File: src/rtl/core/cffd_pkg.sv
package cffd_pkg;

   // Quotient bits produced by the velocity divider, one per stage.
   localparam int DIV_BITS = 33;
   // Product, dot, magnitude, divider load, divider stages, clip.
   localparam int CONTRA_LAT = 5 + DIV_BITS;
   // Operand, multiply, sum, clip.
   localparam int FLUX_LAT = 4;
   localparam int PIPE_LAT = CONTRA_LAT + FLUX_LAT;

   localparam logic signed [31:0] Q_MAX = 32'sh7FFF_FFFF;
   localparam logic signed [31:0] Q_MIN = 32'sh8000_0000;
   // Half of 2^17: round half up on the final shift.
   localparam logic signed [65:0] FLUX_RND = 66'sd65536;

   typedef struct packed {
      logic        [30:0] left_density;
      logic signed [31:0] left_xmom;
      logic signed [31:0] left_ymom;
      logic signed [31:0] left_energy;
      logic        [30:0] left_pressure;
      logic        [30:0] right_density;
      logic signed [31:0] right_xmom;
      logic signed [31:0] right_ymom;
      logic signed [31:0] right_energy;
      logic        [30:0] right_pressure;
      logic signed [31:0] face_nx;
      logic signed [31:0] face_ny;
   } item_type;

   typedef struct packed {
      logic signed [31:0] mass_flux;
      logic signed [31:0] xmom_flux;
      logic signed [31:0] ymom_flux;
      logic signed [31:0] energy_flux;
      logic               saturated;
   } rsp_type;

   typedef struct packed {
      logic signed [31:0] qs;
      logic               sat;
   } velo_type;

   typedef struct packed {
      logic signed [31:0] val;
      logic               sat;
   } clip_type;

   // Shift a rounded flux sum down by 17 and clip it to 32 bits.
   function automatic clip_type clip_flux(input logic signed [65:0] s);
      clip_type r;
      if (s[65:48] == '0 || s[65:48] == '1) begin
         r.val = s[48:17];
         r.sat = 1'b0;
      end else if (s[65]) begin
         r.val = Q_MIN;
         r.sat = 1'b1;
      end else begin
         r.val = Q_MAX;
         r.sat = 1'b1;
      end
      return r;
   endfunction

endpackage

File: src/rtl/core/cffd_skid.sv
module cffd_skid (
   input  logic              clock,
   input  logic              reset,
   input  logic              in_valid,
   output logic              in_ready,
   input  cffd_pkg::rsp_type in_word,
   output logic              out_valid,
   input  logic              out_ready,
   output cffd_pkg::rsp_type out_word
);

   logic              main_v_ff, skid_v_ff;
   cffd_pkg::rsp_type main_ff, skid_ff;

   // Control: refill the output from the skid first, else from the input.
   always_ff @(posedge clock) begin
      if (reset) begin
         main_v_ff <= 1'b0;
         skid_v_ff <= 1'b0;
      end else if (out_ready || !main_v_ff) begin
         if (skid_v_ff) begin
            main_v_ff <= 1'b1;
            skid_v_ff <= 1'b0;
         end else begin
            main_v_ff <= in_valid;
         end
      end else if (in_valid && !skid_v_ff) begin
         skid_v_ff <= 1'b1;
      end
   end

   // Payload follows the same choices.
   always_ff @(posedge clock) begin
      if (out_ready || !main_v_ff) begin
         main_ff <= skid_v_ff ? skid_ff : in_word;
      end else if (in_valid && !skid_v_ff) begin
         skid_ff <= in_word;
      end
   end

   assign in_ready  = !skid_v_ff;
   assign out_valid = main_v_ff;
   assign out_word  = main_ff;

endmodule

File: config.mk
export PLATFORM = sky130hd
export DESIGN_NAME = cffd_skid
export DESIGN_NICKNAME = d
export VERILOG_FILES = /design/src/rtl/core/cffd_pkg.sv /design/src/rtl/core/cffd_skid.sv
export SDC_FILE = /design/constraint.sdc
export NUM_CORES = 1
export LEC_CHECK = 0
export BUFFER_PORTS_ARGS = -buffer_cell sky130_fd_sc_hd__buf_4
export CAP_MARGIN = 20
export CORE_MARGIN = 5
export CORE_UTILIZATION = 50
export CTS_CLUSTER_DIAMETER = 120
export DETAILED_ROUTE_END_ITERATION = 12
export PLACE_DENSITY = 0.77
export SLEW_MARGIN = 25
export SYNTH_ARGS = -nofsm -noshare
export SYNTH_HDL_FRONTEND = slang
export SYNTH_SLANG_ARGS = --single-unit
File: constraint.sdc
create_clock -name clock -period 21.1 [get_ports clock]
set_clock_uncertainty 0.15 [all_clocks]
set_input_delay 4.22 -clock clock [delete_from_list [all_inputs] [get_ports clock]]
set_output_delay 4.22 -clock clock [all_outputs]
set_load 0.02 [all_outputs]
==> results of run 1 <==
==> sequential cells by signal (all words and copies together), names as in the netlist <==
| signal | cells |
|---|---|
| out_word | 129 |
| out_valid | 1 |
| skid_v_ff | 1 |
| skid_ff | 129 |
==> worst max path at each step <==
stage          startpoint            to  slack [ns]  cells past startpoint
2_1_floorplan   out_ready    skid_ff[0]        3.05                      2
3_3_place_gp    out_ready   skid_ff[28]       13.95                      5
3_5_place_dp    out_ready   skid_ff[62]       13.86                      5
4_1_cts         out_ready   skid_ff[61]       14.41                      5
5_1_grt         out_ready  skid_ff[115]       14.25                      5
6_report        out_ready  skid_ff[124]       14.42                      5
==> area by class of cell <==
cell class              count  area (um^2)  share of cell area (%)
clock buffers              32          694                    5.47
clock inverters            13         82.6                   0.650
multi-input cells         134         1780                    14.0
inverters                   1         3.75                  0.0296
repair buffers            268         2020                    15.9
well taps                 265          332                    2.61
flip-flops and latches    260         7790                    61.3
==> worst max-delay path: cells and delay by family <==
kind	cells	cell delay [ns]
buf+inv	3	1.55
simple gates	2	0.75
==> cell usage in the layout, fill, tap and decap left out <==
cell / instances
a21oi_1: 1
buf_4: 267
buf_6: 1
bufinv_16: 1
clkbuf_1: 5
clkbuf_16: 27
clkinv_1: 6
clkinv_2: 6
dfxtp_1: 1
dfxtp_4: 1
edfxtp_1: 258
inv_1: 1
mux2_2: 52
mux2_4: 77
nand2b_4: 1
nor2_1: 1
nor3_1: 1
nor3b_2: 1
==> cell families (layout without fill, tap and decap cells) <==
kind of cell / Yosys count / in the layout / share of synthesized area, %
compound gates: 1 / 1 / 0.0516
simple gates: 4 / 4 / 0.232
flops: 260 / 260 / 80.3
buf+inv: 16 / 314 / 1.46
mux: 129 / 129 / 18.0
==> stage by stage <==
stage                     hold slack [ns]  utilization (%)
after detailed placement            0.381             61.9
after CTS                           0.394             65.9
after floorplan                     0.373                -
after global placement              0.380             61.9
final                               0.392             65.9
after global routing                0.407             65.9
==> where the power goes <==
part           total, mW  internal (mW)  switching [mW]
combinational      0.111         0.0563          0.0544
clock              0.418          0.244           0.175
sequential         0.607          0.598         0.00864
==> layer usage <==
| metal | part of all wire [%] | global-route usage [%] | vias to the layer above |
|---|---|---|---|
| li1 | - | - | 2200 |
| met1 | 39 | 20.1 | 2332 |
| met2 | 49 | 27.2 | 186 |
| met3 | 9.1 | 5.07 | 38 |
| met4 | 2.3 | 4.49 | 0 |
| met5 | 0 | 0 | - |
==> qor.yml, run 1 <==
status: "finished clean"
cp.arrival_ns: 6.65
ios: 264
synthCells: 410
grt_pass1_wl_um: 28200
r2r_start: "out_valid"
yosys.cell_count.top_type: "edfxtp_1"
finalCritPeriodShare_pct: 31.7
whs_endpoint: "out_word[81]"
cts_buffer_depth: 3
hp-start: "skid_ff[81]"
rr_worst_depth: 4
synth-seq-cells: 260
drtPass1Iterations: 6
dieArea_um2: 22300
grt.total_usage_pct: 16.0
dp.cells: 928
post_synth.cell_area_avg_um2: 23.7
place_ws_ns: 13.86
synth-seq-area-share_pct: 80.3
antenna_found_initial: 0
drive_above_1_share_pct: 61.3
relSlewSlack_pct: 31.2
wl_per_cell_um: 19.2
die_w_um: 149
synth_nets: 543
finalCriticalPeriod_ns: 6.68
ant_nets: 0
powerDensity_nw_per_um2: 89.4
rows: 51
final.setup.tns_ns: 0
synth_largest_area_cell: "edfxtp_1"
diodes: 0
wl_um: 18600
cts_resized: 0
cts_buffers: 26
rsz0062_at_grt: "no"
nets: 824
start_util_pct: 50.3
critPathSlowestCell: "buf_4"
setup_viol: 0
port_buffers: 263
hold_class: "reg2reg"
synth.area.top_cells: "edfxtp_1 (80%), mux2_4 (12%), mux2_2 (6.0%), buf_6 (1.2%), dfxtp_1 (0.41%)"
via_per_inst: 4.89
synth.cell_area_um2: 9700
vias: 4756
critPathLaunchType: "primary input"
globalplace.congestion: 0.774
area_growth_pct: 31.0
synth_edf_count: 258
end_kind: "flip-flop"
fin_ws_ns: 14.42
p_leak_nw: 4.93
grt-ovfl-total: 0
drv_slew: 0
crit_chain: "buf_4 > nand2b_4 > nor3b_2 > buf_4 > buf_4"
grt_max_degree: 84
finalHoldViolCount: 0
crit_top_cell: "buf_4"
htreeDepth: 1
cts_tree: "yes"
filler_cell_count: 1310
die_h_um: 149
core_area_um2: 19300
async_reset_ff_share_pct: 0
slowest_delay_ns: 0.87
min_delay_path_depth: 1
stdcell_count: 973
r2r-end: "skid_ff[124]"
final_cell_area_um2: 12700
worstPathRequired_ns: 21.07
place_area_um2: 11900
drc_errors: 0
crit_fanout: 78
synth.distinct_cells: 12
ys.flop_type: "edfxtp_1"
insertion_delay_ns: 0.50
rrSetupSlack_ns: 17.93
peakVddDrop_uv: 68.9
grt_pass1_vias: 5161
cap_viol_max_count: 0
yosys.area.top_type_share_pct: 79.9
worstSetupPathType: "in2reg"
worstMarginPinSlew_ns: 1.03
drt_iter0_markers: 219
root_buffer: "clkbuf_16"
hpwlAfterDp_um: 12800
cts.sinks: 260
postCtsSetupBuffers: 0
timing.fmax_mhz: 150
total_power_mw: 1.14
synthTopCellsByCount: "edfxtp_1 (258), mux2_4 (77), mux2_2 (52), buf_6 (10), buf_2 (5)"
synth_warnings: 0
hold_buffers: 0
clk_pin_slew_worst_paths_ns: 0.06
Note: power is estimated with default switching activity, not from simulation.
==> inputs of run 2 (changes only) <==
==> constraint.sdc (replaced) <==
create_clock -name clock -period 6.2 [get_ports clock]
set_clock_uncertainty 0.15 [all_clocks]
set_input_delay 1.24 -clock clock [delete_from_list [all_inputs] [get_ports clock]]
set_output_delay 1.24 -clock clock [all_outputs]
set_load 0.02 [all_outputs]
==> qor.yml, run 2 (synthesized netlist as in run 1, its figures left out) <==
antenna_found_initial: 1  # +1
drtPass1Iterations: 5  # -1
wl_per_cell_um: 19.7  # +2.7%
peakVddDrop_uv: 214  # +210%
r2r_start: "out_valid"
drc_errors: 0  # unchanged
grt.total_usage_pct: 16.4  # +0.37 points
timing.fmax_mhz: 320
cts_buffers: 26  # unchanged
postCtsSetupBuffers: 0  # unchanged
diodes: 0  # unchanged
place_ws_ns: 2.48  # -11.38 ns
root_buffer: "clkbuf_16"
core_area_um2: 19300  # unchanged
crit_start: "out_ready"
fin_ws_ns: 3.07  # -11.34 ns
htreeDepth: 1  # unchanged
hold_buffers: 0  # unchanged
stdcell_count: 975  # +0.21%
drive_above_1_share_pct: 60.8  # -0.45 points
powerDensity_nw_per_um2: 303  # +240%
rrSetupSlack_ns: 3.61  # -14.32 ns
cts_buffer_depth: 3  # unchanged
via_per_inst: 4.95  # +1.2%
grt_pass1_wl_um: 28600  # +1.5%
end_kind: "flip-flop"
rr_worst_depth: 3  # -1
die_h_um: 149  # unchanged
filler_cell_count: 1317  # +0.53%
grt_pass1_vias: 5205  # +0.85%
grt_max_degree: 72  # -14%
whs_ns: 0.394  # +0.00167 ns
die_w_um: 149  # unchanged
wl_um: 19200  # +2.9%
final.setup.tns_ns: 0  # unchanged
cp-endpoint: "skid_ff[10]"
worstSetupPathType: "in2reg"
grt-ovfl-total: 0  # unchanged
finalCriticalPeriod_ns: 3.13
r2r-end: "skid_ff[10]"
drt_iter0_markers: 294  # +34%
critPathLaunchType: "primary input"
cts_tree: "yes"
nets: 824  # unchanged
p_leak_nw: 4.92  # -0.22%
cts.sinks: 260  # unchanged
port_buffers: 263  # unchanged
rsz0062_at_grt: "no"
dieArea_um2: 22300  # unchanged
setup_viol: 0  # unchanged
cap_viol_max_count: 0  # unchanged
worstPathRequired_ns: 6.17  # -14.90 ns
relSlewSlack_pct: 32.3  # +1.1 points
status: "finished clean"
hpwlAfterDp_um: 13000  # +2.0%
crit_fanout: 71  # -9.0%
ant_nets: 0  # unchanged
worstMarginPinSlew_ns: 1.02  # -0.0166 ns
rows: 51  # unchanged
clk_pin_slew_worst_paths_ns: 0.06  # about the same
vias: 4824  # +1.4%
finalHoldViolCount: 0  # unchanged
cp.arrival_ns: 3.09  # -3.56 ns
insertion_delay_ns: 0.51  # about the same
cts_resized: 0  # unchanged
hold_class: "reg2reg"
dp.cells: 928  # unchanged
ios: 264  # unchanged
globalplace.congestion: 0.765  # -1.2%
layout_commonest_cell: "buf_4"
drv_slew: 0  # unchanged
total_power_mw: 3.85  # +240%
layout_common_cells: "buf_4 (267), edfxtp_1 (258), mux2_4 (77)"
finalCritPeriodShare_pct: 50.4
area_growth_pct: 30.9  # about the same
start_util_pct: 50.3  # unchanged
## run 2: changes by cell type in the layout (fill, tap and decap cells not counted), sizes merged
cell	before	now
bufinv	1	0
clkbuf	32	39
clkinv	12	8
## run 2: stage by stage
| stage | instance area [um^2] | utilization, % |
|---|---|---|
| final | 12700 | 65.9 |
| after CTS | 12700 | 65.9 |
| after global routing | 12700 | 65.9 |
| after detailed placement | 11900 | 61.9 |
| after global placement | 11900 | 61.9 |
| after floorplan | 9720 | - |
## run 2: worst min path at each step
| stage | slack [ns] | from | depth (start not counted) | to |
|---|---|---|---|---|
| 2_1_floorplan | 0.37 | skid_ff[126] | 1 | out_word[126] |
| 3_3_place_gp | 0.38 | skid_ff[111] | 1 | out_word[111] |
| 3_5_place_dp | 0.38 | skid_ff[126] | 1 | out_word[126] |
| 4_1_cts | 0.39 | skid_ff[66] | 1 | out_word[66] |
| 5_1_grt | 0.41 | skid_ff[66] | 1 | out_word[66] |
| 6_report | 0.39 | skid_ff[66] | 1 | out_word[66] |
## run 2: report_power, final
group / switching [mW] / internal (mW)
clock network: 0.599 / 0.810
logic: 0.187 / 0.192
registers: 0.0299 / 2.04
## run 2: critical path: stages
cell and delay, ns:
buf_4 0.11, nand2b_4 0.56, nor3b_4 0.37, buf_4 0.73
## run 2: cell type report
class	count	area, um^2	share of cell area (%)
Sequential cell	260	7790	61.4
Tap cell	265	332	2.61
Multi-Input combinational cell	134	1790	14.1
Clock buffer	39	731	5.76
Timing Repair Buffer	268	2020	15.9
Inverter	1	3.75	0.0296
Clock inverter	8	35.0	0.276
## run 2: layer usage
metal / vias to the layer above / global-route usage (%) / wire, um
met4: 2 / 4.94 / 469
met1: 2376 / 21.7 / 7660
met3: 38 / 4.41 / 1620
met5: - / 0 / 20
li1: 2203 / - / -
met2: 205 / 27.0 / 9420
